--- config.mk ---
export PLATFORM = sky130hd
export DESIGN_NAME = tape_follow_pid_drive
export DESIGN_NICKNAME = d
export VERILOG_FILES = /design/src/rtl/tfpd_pkg.sv /design/src/rtl/tape_follow_pid_drive.sv /design/src/rtl/tfpd_sermul.sv
export SDC_FILE = /design/constraint.sdc
export NUM_CORES = 1
export LEC_CHECK = 0
export BUFFER_PORTS_ARGS = -buffer_cell sky130_fd_sc_hd__buf_2
export CAP_MARGIN = 15
export CORE_MARGIN = 2
export CORE_UTILIZATION = 35
export DETAILED_ROUTE_END_ITERATION = 10
export PLACE_DENSITY = 0.54
export SYNTH_ARGS = -nofsm -noshare
export SYNTH_HDL_FRONTEND = slang
export SYNTH_SLANG_ARGS = --single-unit
--- constraint.sdc ---
create_clock -name clk_i -period 7 [get_ports clk_i]
set_input_delay 0.7 -clock clk_i [delete_from_list [all_inputs] [get_ports clk_i]]
set_output_delay 0.7 -clock clk_i [all_outputs]
set_load 0.02 [all_outputs]
--- src/rtl/tfpd_pkg.sv ---
// ----------------------------------------------------------------------------
// tfpd_pkg
// Shared widths, register indexes and the loop-gain reset value for the tape-follow PID.
// ----------------------------------------------------------------------------
`timescale 1ns / 1ps

package tfpd_pkg;

  localparam int unsigned SAMPLE_BITS_DEF = 12;
  localparam int unsigned GAIN_W          = 16;
  localparam int unsigned LIMIT_W         = 31;
  localparam int unsigned MID_W           = 15;
  localparam int unsigned DRIVE_W         = 16;
  localparam int unsigned ISUM_W          = 32;
  localparam int unsigned FRAC_SHIFT      = 16;
  localparam int unsigned CFG_IDX_W       = 3;
  localparam int unsigned CFG_DATA_W      = 31;

  localparam logic [CFG_IDX_W-1:0] REG_P_GAIN    = 3'd0;
  localparam logic [CFG_IDX_W-1:0] REG_I_GAIN    = 3'd1;
  localparam logic [CFG_IDX_W-1:0] REG_D_GAIN    = 3'd2;
  localparam logic [CFG_IDX_W-1:0] REG_LOOP_GAIN = 3'd3;
  localparam logic [CFG_IDX_W-1:0] REG_INT_LIMIT = 3'd4;
  localparam logic [CFG_IDX_W-1:0] REG_MID_SPEED = 3'd5;

  localparam logic signed [GAIN_W-1:0] LOOP_GAIN_RST = 16'sd256;

endpackage

--- src/rtl/tape_follow_pid_drive.sv ---
// ----------------------------------------------------------------------------
// tape_follow_pid_drive
// Each input transaction runs the P, I and D bit-serial products side by side,
// then a registered done handoff, the clamp state, the sum state, the loop-gain
// product, another registered done handoff and the output load. A new
// transaction is accepted only once the result is loaded; a stalled result delays that.
// Reset clears gains, limit, mid speed, integral and previous error, and sets
// loop gain to 256, which is 1/256 after the 16-bit fractional shift.
// ----------------------------------------------------------------------------
`timescale 1ns / 1ps

module tape_follow_pid_drive #(
  parameter int unsigned SAMPLE_BITS = tfpd_pkg::SAMPLE_BITS_DEF
) (
  input  logic                                  clk_i,
  input  logic                                  rst_ni,
  input  logic                                  cfg_we_i,
  input  logic [tfpd_pkg::CFG_IDX_W-1:0]        cfg_idx_i,
  input  logic [tfpd_pkg::CFG_DATA_W-1:0]       cfg_wdata_i,
  input  logic                                  in_valid_i,
  output logic                                  in_ready_o,
  input  logic [SAMPLE_BITS-1:0]                left_sensor_i,
  input  logic [SAMPLE_BITS-1:0]                right_sensor_i,
  output logic                                  out_valid_o,
  input  logic                                  out_ready_i,
  output logic signed [tfpd_pkg::DRIVE_W-1:0]   left_drive_o,
  output logic signed [tfpd_pkg::DRIVE_W-1:0]   right_drive_o
);

  localparam int unsigned GW   = tfpd_pkg::GAIN_W;
  localparam int unsigned EW   = SAMPLE_BITS + 1;
  localparam int unsigned DW   = SAMPLE_BITS + 2;
  localparam int unsigned PW   = EW + GW;
  localparam int unsigned DPW  = DW + GW;
  localparam int unsigned IW   = tfpd_pkg::ISUM_W;
  localparam int unsigned ACW  = ((PW > IW) ? PW : IW) + 1;
  localparam int unsigned SW   = ((DPW > IW) ? DPW : IW) + 2;
  localparam int unsigned TW   = SW + GW;
  localparam int unsigned OW   = tfpd_pkg::DRIVE_W;
  localparam int unsigned FR   = tfpd_pkg::FRAC_SHIFT;

  localparam logic [2:0] S_IDLE  = 3'd0;
  localparam logic [2:0] S_MUL   = 3'd1;
  localparam logic [2:0] S_CLAMP = 3'd2;
  localparam logic [2:0] S_SUM   = 3'd3;
  localparam logic [2:0] S_LOOP  = 3'd4;
  localparam logic [2:0] S_OUT   = 3'd5;

  logic [2:0] state_q;

  logic signed [GW-1:0]                   p_gain_q, i_gain_q, d_gain_q, loop_gain_q;
  logic [tfpd_pkg::LIMIT_W-1:0]           limit_q;
  logic [tfpd_pkg::MID_W-1:0]             mid_q;

  logic signed [EW-1:0]  prev_q;
  logic signed [EW-1:0]  err_d;
  logic signed [DW-1:0]  derr_d;
  logic signed [IW-1:0]  isum_q;

  logic                  in_acc;
  logic                  pid_done, loop_done;
  logic                  loop_start;
  logic signed [PW-1:0]  pprod, iprod;
  logic signed [DPW-1:0] dprod;
  logic signed [TW-1:0]  tprod;

  logic signed [ACW-1:0] acc, lim_pos, lim_neg, acc_cl;
  logic signed [SW-1:0]  sum_d;
  logic signed [SW-1:0]  corr;
  logic signed [SW:0]    left_w, right_w, mid_w;
  logic                  out_load;
  logic                  out_valid_q;
  logic signed [OW-1:0]  left_q, right_q;

  function automatic logic signed [OW-1:0] sat_drive(input logic signed [SW:0] v);
    logic top_ones;
    logic top_zeros;
    top_ones  = &v[SW:OW-1];
    top_zeros = ~|v[SW:OW-1];
    if (top_ones || top_zeros) begin
      sat_drive = v[OW-1:0];
    end else if (v[SW]) begin
      sat_drive = {1'b1, {(OW-1){1'b0}}};
    end else begin
      sat_drive = {1'b0, {(OW-1){1'b1}}};
    end
  endfunction

  assign in_ready_o = (state_q == S_IDLE);
  assign in_acc     = in_valid_i && in_ready_o;

  assign err_d  = $signed({1'b0, left_sensor_i}) - $signed({1'b0, right_sensor_i});
  assign derr_d = DW'(err_d) - DW'(prev_q);

  // configuration registers
  always_ff @(posedge clk_i or negedge rst_ni) begin
    if (!rst_ni) begin
      p_gain_q    <= '0;
      i_gain_q    <= '0;
      d_gain_q    <= '0;
      loop_gain_q <= tfpd_pkg::LOOP_GAIN_RST;
      limit_q     <= '0;
      mid_q       <= '0;
    end else if (cfg_we_i) begin
      case (cfg_idx_i)
        tfpd_pkg::REG_P_GAIN:    p_gain_q    <= cfg_wdata_i[GW-1:0];
        tfpd_pkg::REG_I_GAIN:    i_gain_q    <= cfg_wdata_i[GW-1:0];
        tfpd_pkg::REG_D_GAIN:    d_gain_q    <= cfg_wdata_i[GW-1:0];
        tfpd_pkg::REG_LOOP_GAIN: loop_gain_q <= cfg_wdata_i[GW-1:0];
        tfpd_pkg::REG_INT_LIMIT: limit_q     <= cfg_wdata_i[tfpd_pkg::LIMIT_W-1:0];
        tfpd_pkg::REG_MID_SPEED: mid_q       <= cfg_wdata_i[tfpd_pkg::MID_W-1:0];
        default: ;
      endcase
    end
  end

  tfpd_sermul #(.AW(EW), .BW(GW)) u_pmul (
    .clk_i   (clk_i),
    .rst_ni  (rst_ni),
    .start_i (in_acc),
    .a_i     (err_d),
    .b_i     (p_gain_q),
    .done_o  (pid_done),
    .prod_o  (pprod)
  );

  tfpd_sermul #(.AW(EW), .BW(GW)) u_imul (
    .clk_i   (clk_i),
    .rst_ni  (rst_ni),
    .start_i (in_acc),
    .a_i     (err_d),
    .b_i     (i_gain_q),
    .done_o  (),
    .prod_o  (iprod)
  );

  tfpd_sermul #(.AW(DW), .BW(GW)) u_dmul (
    .clk_i   (clk_i),
    .rst_ni  (rst_ni),
    .start_i (in_acc),
    .a_i     (derr_d),
    .b_i     (d_gain_q),
    .done_o  (),
    .prod_o  (dprod)
  );

  // add the new integral increment first, then clamp to the limit
  assign lim_pos = ACW'(signed'({1'b0, limit_q}));
  assign lim_neg = -lim_pos;
  assign acc     = ACW'(isum_q) + ACW'(iprod);

  always_comb begin
    if (acc > lim_pos) begin
      acc_cl = lim_pos;
    end else if (acc < lim_neg) begin
      acc_cl = lim_neg;
    end else begin
      acc_cl = acc;
    end
  end

  assign sum_d      = SW'(pprod) + SW'(isum_q) + SW'(dprod);
  assign loop_start = (state_q == S_SUM);

  tfpd_sermul #(.AW(SW), .BW(GW)) u_lmul (
    .clk_i   (clk_i),
    .rst_ni  (rst_ni),
    .start_i (loop_start),
    .a_i     (sum_d),
    .b_i     (loop_gain_q),
    .done_o  (loop_done),
    .prod_o  (tprod)
  );

  // arithmetic shift floors toward minus infinity
  assign corr    = tprod[TW-1:FR];
  assign mid_w   = (SW+1)'(signed'({1'b0, mid_q}));
  assign left_w  = mid_w - (SW+1)'(corr);
  assign right_w = mid_w + (SW+1)'(corr);

  assign out_load = (state_q == S_OUT) && (!out_valid_q || out_ready_i);

  always_ff @(posedge clk_i or negedge rst_ni) begin
    if (!rst_ni) begin
      state_q <= S_IDLE;
      prev_q  <= '0;
      isum_q  <= '0;
    end else begin
      case (state_q)
        S_IDLE: begin
          if (in_acc) begin
            prev_q  <= err_d;
            state_q <= S_MUL;
          end
        end
        S_MUL: begin
          if (pid_done) begin
            state_q <= S_CLAMP;
          end
        end
        S_CLAMP: begin
          isum_q  <= acc_cl[IW-1:0];
          state_q <= S_SUM;
        end
        S_SUM: begin
          state_q <= S_LOOP;
        end
        S_LOOP: begin
          if (loop_done) begin
            state_q <= S_OUT;
          end
        end
        S_OUT: begin
          if (out_load) begin
            state_q <= S_IDLE;
          end
        end
        default: state_q <= S_IDLE;
      endcase
    end
  end

  // output register: hold the result until the transaction completes
  always_ff @(posedge clk_i or negedge rst_ni) begin
    if (!rst_ni) begin
      out_valid_q <= 1'b0;
    end else if (out_load) begin
      out_valid_q <= 1'b1;
    end else if (out_ready_i) begin
      out_valid_q <= 1'b0;
    end
  end

  always_ff @(posedge clk_i) begin
    if (out_load) begin
      left_q  <= sat_drive(left_w);
      right_q <= sat_drive(right_w);
    end
  end

  assign out_valid_o   = out_valid_q;
  assign left_drive_o  = left_q;
  assign right_drive_o = right_q;

endmodule

--- src/rtl/tfpd_sermul.sv ---
// ----------------------------------------------------------------------------
// tfpd_sermul
// Bit-serial signed multiplier: one multiplier bit per cycle, LSB first.
// ----------------------------------------------------------------------------
`timescale 1ns / 1ps

module tfpd_sermul #(
  parameter int unsigned AW = 13,
  parameter int unsigned BW = tfpd_pkg::GAIN_W
) (
  input  logic                  clk_i,
  input  logic                  rst_ni,
  input  logic                  start_i,
  input  logic signed [AW-1:0]  a_i,
  input  logic signed [BW-1:0]  b_i,
  output logic                  done_o,
  output logic signed [AW+BW-1:0] prod_o
);

  localparam int unsigned CW = (BW > 1) ? $clog2(BW) : 1;

  logic signed [AW-1:0] a_q;
  logic signed [AW:0]   hi_q, hi_d;
  logic [BW-1:0]        lo_q, lo_d;
  logic [CW-1:0]        cnt_q;
  logic                 busy_q;
  logic                 done_q;
  logic                 last;
  logic signed [AW+1:0] a_ext;
  logic signed [AW+1:0] addend;
  logic signed [AW+1:0] sum;

  assign last  = (cnt_q == CW'(BW - 1));
  assign a_ext = (AW+2)'(a_q);

  always_comb begin
    // top bit of a two's complement multiplier carries negative weight
    if (!lo_q[0]) begin
      addend = '0;
    end else if (last) begin
      addend = -a_ext;
    end else begin
      addend = a_ext;
    end
    sum  = (AW+2)'(hi_q) + addend;
    hi_d = sum[AW+1:1];
    lo_d = {sum[0], lo_q[BW-1:1]};
  end

  always_ff @(posedge clk_i or negedge rst_ni) begin
    if (!rst_ni) begin
      busy_q <= 1'b0;
      done_q <= 1'b0;
      cnt_q  <= '0;
    end else begin
      done_q <= busy_q && last;
      if (start_i) begin
        busy_q <= 1'b1;
        cnt_q  <= '0;
      end else if (busy_q) begin
        cnt_q <= cnt_q + 1'b1;
        if (last) begin
          busy_q <= 1'b0;
        end
      end
    end
  end

  always_ff @(posedge clk_i) begin
    if (start_i) begin
      a_q  <= a_i;
      hi_q <= '0;
      lo_q <= b_i;
    end else if (busy_q) begin
      hi_q <= hi_d;
      lo_q <= lo_d;
    end
  end

  assign done_o = done_q;
  assign prod_o = {hi_q[AW-1:0], lo_q};

endmodule
==> results of run 1 <==
[cell usage in the layout (no fill, tap or decap), types with 26 or more instances in the layout]
cell type	count
and3_1	26
a21oi_1	208
and2_1	45
fa_1	42
o21ai_0	196
nor3_1	74
xnor2_1	182
xor2_1	84
nand2b_1	47
clkbuf_16	51
nand3_1	73
dfrtp_1	179
edfxtp_1	157
ha_1	267
nor2_1	254
nand2_1	430
mux2i_1	97
mux2_2	85
a21o_1	66
inv_1	169
dfxtp_1	78
nor2b_1	44
or3_1	44
buf_2	95
o21a_1	35
[layout make-up]
cell class,instances,area [um2]
inverter,173,652
clock inverter,20,272
fill,8794,52800
antenna,1,2.50
tap,1155,1450
multi-input combinational,2644,18700
clock buffer,74,1390
timing repair buffer,118,692
sequential,416,10800
[cells by family (layout without fill, tap and decap cells)]
kind of cell | count (synthesis) | count (layout) | share of synthesized area (%)
AOI/OAI and AO/OA | 755 | 755 | 16.0
xor gates and xnor gates | 266 | 266 | 7.61
adders and majority gates | 309 | 309 | 13.7
buffers and inverters | 305 | 385 | 3.84
DFF | 416 | 416 | 35.3
muxes | 182 | 182 | 6.30
other | 0 | 1 | 0
and+or+nand+nor | 1132 | 1132 | 17.3
[final timing paths]
path / endpoint / slack, ns / cells past startpoint
max: isum_q[13] / 0.71 / 23
max reg2reg: isum_q[13] / 0.71 / 23
min: prev_q[9] / 0.01 / 1
max in group asynchronous: u_lmul.busy_q / 5.73 / 2
min reg2reg: u_lmul.hi_q[34] / 0.47 / 2
min in group clk_i: limit_q[26] / 0.29 / 3
[stage by stage]
step | hold slack, ns | util, %
floorplan | 0.404 | -
global placement | 0.460 | 37.2
finish | 0.00991 | 39.2
global route | 0.0230 | 39.1
CTS | 0.000893 | 39.1
detailed placement | 0.473 | 37.2
[per-layer routing]
layer	vias up	track usage [%]	wire length, um
met5	-	0	0
met2	405	28.5	35800
met3	83	2.47	3500
met1	11200	24.9	38800
met4	0	4.30	1550
li1	12000	-	-
[sequential cells by signal (all words and copies together), names as in the netlist, 14 cells and up]
signal / count
limit_q: 31
d_gain_q: 16
u_pmul.hi_q: 14
i_gain_q: 16
u_lmul.lo_q: 16
left_drive_o: 16
p_gain_q: 16
right_drive_o: 16
mid_q: 15
u_pmul.lo_q: 16
loop_gain_q: 16
isum_q: 32
u_imul.hi_q: 14
u_imul.lo_q: 16
u_lmul.a_q: 34
u_dmul.lo_q: 16
u_lmul.hi_q: 35
u_dmul.hi_q: 15
u_dmul.a_q: 14
[worst reg2reg max path, cell delays in order, from the launching register on]
cell and delay (ns):
edfxtp_1 0.40, ha_1 0.25, fa_1 0.44, a211oi_1 0.34
o211ai_1 0.26, a2111oi_2 0.58, nor2_1 0.25, o21ai_0 0.37
a21boi_0 0.18, o21ai_0 0.23, xnor2_1 0.21, ha_1 0.34
a21o_1 0.19, a21o_1 0.17, a211oi_1 0.25, o21bai_1 0.15
o2111ai_1 0.12, o211ai_1 0.12, nor3_1 0.17, nand3_1 0.18
o21ai_4 0.27, buf_4 0.33, mux2i_1 0.11, o31ai_1 0.28
[Yosys cell counts, types with 47 or more instances]
library cell | instances | area [um2]
nor2_1 | 255 | 957
ha_1 | 267 | 3340
nand2_1 | 432 | 1620
dfxtp_1 | 78 | 1560
nand3_1 | 73 | 365
mux2i_1 | 97 | 971
mux2_2 | 85 | 957
inv_1 | 169 | 634
a21oi_1 | 208 | 1040
clkbuf_1 | 110 | 413
edfxtp_1 | 157 | 4710
xnor2_1 | 182 | 1590
dfrtp_1 | 180 | 4500
nor3_1 | 75 | 375
a21o_1 | 66 | 495
nand2b_1 | 47 | 294
o21ai_0 | 196 | 981
xor2_1 | 84 | 736
[power by group through the flow]
stage	clock network (mW)	logic (mW)	registers (mW)
2_1_floorplan	0	0.699	2.78
3_3_place_gp	0	0.928	2.82
3_5_place_dp	0	0.934	2.83
4_1_cts	2.76	0.939	2.78
5_1_grt	2.85	1.05	2.80
6_report	2.69	0.932	2.78
==> metrics.txt, run 1 <==
iteration count of the initial detailed-routing pass=7; Clock Sink Count=416; clk root buf=clkbuf_16; unrepaired setup endpoints after global routing=false; Die ar.=89,800 um2; vias in the first global route=23,000; Buffers on Ports=96; syn avg cell area=9.10 um2; Final Max Slew Viols=0; DR iter-0 viols=1,327; YS warnings=0; Yosys cell types=94; net load switching power=1.76 mW; Detail Route Antenna Nets=0; Max Buffers Root-to-Sink=3; GPL Wtd Cong=0.867; Skew-Pair Late Insertion Delay=0.62 ns; total grt overflow=0; htree depth=2; Yosys reg bits=416; number of synthesized flops with an enable pin=157; P_int=4.64 mW; FFs w/ async S/R, synth=43.5%; Max-Cap Viols=0; Setup Buffers After CTS=0; Critical R2R Launch=u_imul.lo_q[0]; Worst path max stage delay=0.58 ns; Reg clk slew, reported paths=0.06 ns; CP Capture Type=flip-flop; Power Dens Cells=188 nW/um2; Power Total=6.40 mW; Placed Instances=4,506; status=complete, no violations; initial antenna violation count=7; I/O pins=97; syn_nets=3,737; endpoints failing setup=0; core area=86,800 um2; mapped cell area=30,600 um2; Area growth, synth to finish=11.0%; Final Hold Vio Count=0; Worst Tran Pin Value=1.05 ns; CP Launch Point=u_imul.lo_q[0]; Num CTS Buffers=50; dpl ws=0.729 ns; Post-layout nets=3,775; Starting Density=35.3%; largest net degree at the start of global routing=146; CP required=7.51 ns; Synth Instances=3,365; post-layout min period=6.29 ns; Routed WL=79.6 mm; CP Cell Sequence=ha_1, fa_1, a211oi_1, o211ai_1, a2111oi_2, nor2_1, o21ai_0, a21boi_0, o21ai_0, xnor2_1, ha_1, a21o_1, a21o_1, a211oi_1, o21bai_1, o2111ai_1, o211ai_1, nor3_1, nand3_1, o21ai_4, buf_4, mux2i_1, o31ai_1; Hold Path Class=input port to async pin; hold_buf cts=0; Max Freq=159 MHz; switching share of power=27.4%; Clk network pwr share=42.0%; worst setup margin=0.713 ns; Worst Setup Start Kind=flip-flop; Arr. time, crit path=6.79 ns; CP delay by family, top=compound AO/OA/AOI/OAI gates; first-pass GRT wire length=128 mm; die width=300 um; Worst Path Buf+Inv=1; Post-route DRC=0; Post-DP Area=32,300 um2; gr usage total=17.7%; critical path fanouts, max=17; Seq/Total Area, Yosys=35.3%; Routed WL per cell=17.3 um; Post-DP HPWL=59.9 mm; slew margin rel.=29.7%; post-CTS resize count=0; Setup Total Neg Slack=0 ns; VDD IR max=0.184 mV; DIE HEIGHT=300 um; via/cell ratio=5.16; cell area after layout=34,000 um2; slowest CP cell=a2111oi_2; Worst Setup Path Type=flip-flop to flip-flop; vias=23,700; Flop pwr share=43.4%; share of cells above drive strength 1=9.64%; fin crit share=89.8%; dominant synthesized flop cell=dfrtp_1; Rows=108; Leak=14.5 nW; CTS tree=done; fin cells=4,601; clock skew=0.0162 ns; Comb pwr share=14.6%
No activity file was read; power rests on OpenSTA's default activity.
==> run 2: changes to the inputs <==
- CELL_PAD_IN_SITES_DETAIL_PLACEMENT: unset -> 0
- CELL_PAD_IN_SITES_GLOBAL_PLACEMENT: unset -> 1
- CORE_ASPECT_RATIO: unset -> 1.25
- PLACE_DENSITY: 0.54 -> 0.65
==> metrics.txt, run 2 (synthesis results as in run 1) <==
status=complete, no violations; Reg clk slew, reported paths=0.07 ns (about the same); critical path fanouts, max=27 (+10); Final Max Slew Viols=0 (unchanged); Post-layout nets=3,780 (+0.13%); Routed WL per cell=17.8 um (+2.9%); Final Hold Vio Count=0 (unchanged); Post-DP Area=32,300 um2 (about the same); final hold slack=0.100 ns (+0.0902 ns); Post-DP HPWL=63.3 mm (+5.6%); Layout fillers=8,848 (+0.61%); first-pass GRT wire length=132 mm (+2.6%); top flop regs=u_lmul.hi_q x35, u_lmul.a_q x34, isum_q x32; endpoints failing setup=0 (unchanged); post-layout min period=6.28 ns (-0.00904 ns); Worst Tran Pin Value=0.998 ns (-0.0557 ns); die width=269 um (-10%); initial antenna violation count=3 (-4); top routing layer in use=met4; Skew-Pair Late Insertion Delay=0.62 ns (about the same); Num CTS Buffers=50 (unchanged); DR iter-0 viols=1,125 (-15%); dpl ws=0.753 ns (+0.0248 ns); gr usage total=18.4% (+0.77 points); Power Total=6.45 mW (+0.86%); hold_buf cts=0 (unchanged); Area growth, synth to finish=11.2%; Final Util=39.2% (about the same); Post-route DRC=0 (unchanged); most common cell after layout, fill and taps aside=nand2_1; Hold Path Class=input port to async pin; DIE HEIGHT=335 um (+12%); Placed Instances=4,524 (+0.40%); Setup Buffers After CTS=0 (unchanged); Buffers on Ports=96 (unchanged); Arr. time, crit path=6.79 ns (about the same); Die ar.=89,900 um2 (about the same); Routed WL=82.2 mm (+3.3%); unrepaired setup endpoints after global routing=false; clk root buf=clkbuf_16; Power Dens Cells=189 nW/um2 (+0.61%); DR WL met3=2.54 mm (-27%); fin crit share=89.7% (-0.13 points); vias=23,700 (-0.0084%); htree depth=2 (unchanged); Worst Setup Path Type=flip-flop to flip-flop; Leak=14.6 nW (+0.25%); share of cells above drive strength 1=10.0% (+0.39 points); Multi-input gate area=18,700 um2 (unchanged); cell area after layout=34,100 um2 (+0.25%); slew margin rel.=33.5% (+3.7 points); Max Buffers Root-to-Sink=3 (unchanged); most frequent cells in the layout=430 x nand2_1, 267 x ha_1, 254 x nor2_1, 208 x a21oi_1, 196 x o21ai_0; via/cell ratio=5.14 (-0.38%); GPL Wtd Cong=0.851 (-1.8%); I/O pins=97 (unchanged); met2 WL=40.4 mm (+13%); Starting Density=35.2% (-0.060 points); register area=10,800 um2 (unchanged); worst setup margin=0.722 ns (+0.00904 ns); CP required=7.51 ns (about the same); largest net degree at the start of global routing=85 (-42%); clock skew=0.0434 ns (+0.0272 ns); VDD IR max=0.177 mV (-3.4%); Rows=121 (+12%); Max Freq=159 MHz (+0.14%); Detail Route Antenna Nets=0 (unchanged); vias in the first global route=23,700 (+3.0%); core area=86,900 um2 (+0.17%); Largest Register=u_lmul.hi_q; Setup Total Neg Slack=0 ns (unchanged); Max-Cap Viols=0 (unchanged); CP Capture Type=flip-flop; iteration count of the initial detailed-routing pass=5 (-2); antenna cell count=0 (-1); fin cells=4,618 (+0.37%); CTS tree=done; Clock Sink Count=416 (unchanged); post-CTS resize count=0 (unchanged); total grt overflow=0 (unchanged); max reg flops=35 (unchanged); Worst Setup Start Kind=flip-flop; Met1 Wirelength=36.0 mm (-7.1%)
==> run 2: final timing paths <==
check,endpoint,slack (ns),depth (start not counted),startpoint
max,isum_q[25],0.72,23,u_imul.lo_q[0]
min,limit_q[19],0.10,1,rst_ni
max reg2reg,isum_q[25],0.72,23,u_imul.lo_q[0]
min reg2reg,prev_q[12],0.48,2,prev_q[12]
max in group asynchronous,p_gain_q[5],5.51,2,rst_ni
min in group clk_i,limit_q[28],0.28,3,cfg_wdata_i[28]
==> run 2: final cells by class <==
class	count	area share, %
multi-input cells	2644	54.9
inverters	173	1.91
flip-flops and latches	416	31.7
clock inverters	28	1.09
repair buffers	123	2.07
clock buffers	66	3.97
well taps	1168	4.29
==> run 2: layer usage <==
metal	up-vias	global-route usage, %
li1	12100	-
met1	11200	22.8
met2	351	32.7
met3	120	2.00
met4	0	7.02
met5	-	0
==> run 2: power breakdown <==
group | switching (mW) | total (mW) | internal [mW]
sequential | 0.117 | 2.78 | 2.66
clock | 1.12 | 2.74 | 1.63
combinational | 0.526 | 0.927 | 0.401
==> run 2: critical path: stages (launching register included) <==
cell and delay [ns]:
edfxtp_1 0.39, ha_1 0.24, fa_1 0.45, a211oi_1 0.36
o211ai_1 0.24, a2111oi_2 0.57, nor2_1 0.26, o21ai_0 0.34
a21boi_0 0.18, o21ai_0 0.24, xnor2_1 0.22, ha_1 0.34
a21o_1 0.20, a21o_1 0.17, a211oi_1 0.25, o21bai_1 0.16
o2111ai_1 0.13, o211ai_1 0.11, nor3_1 0.22, nand3_1 0.20
o21ai_4 0.28, buf_12 0.25, a211oi_1 0.09, a221o_1 0.28
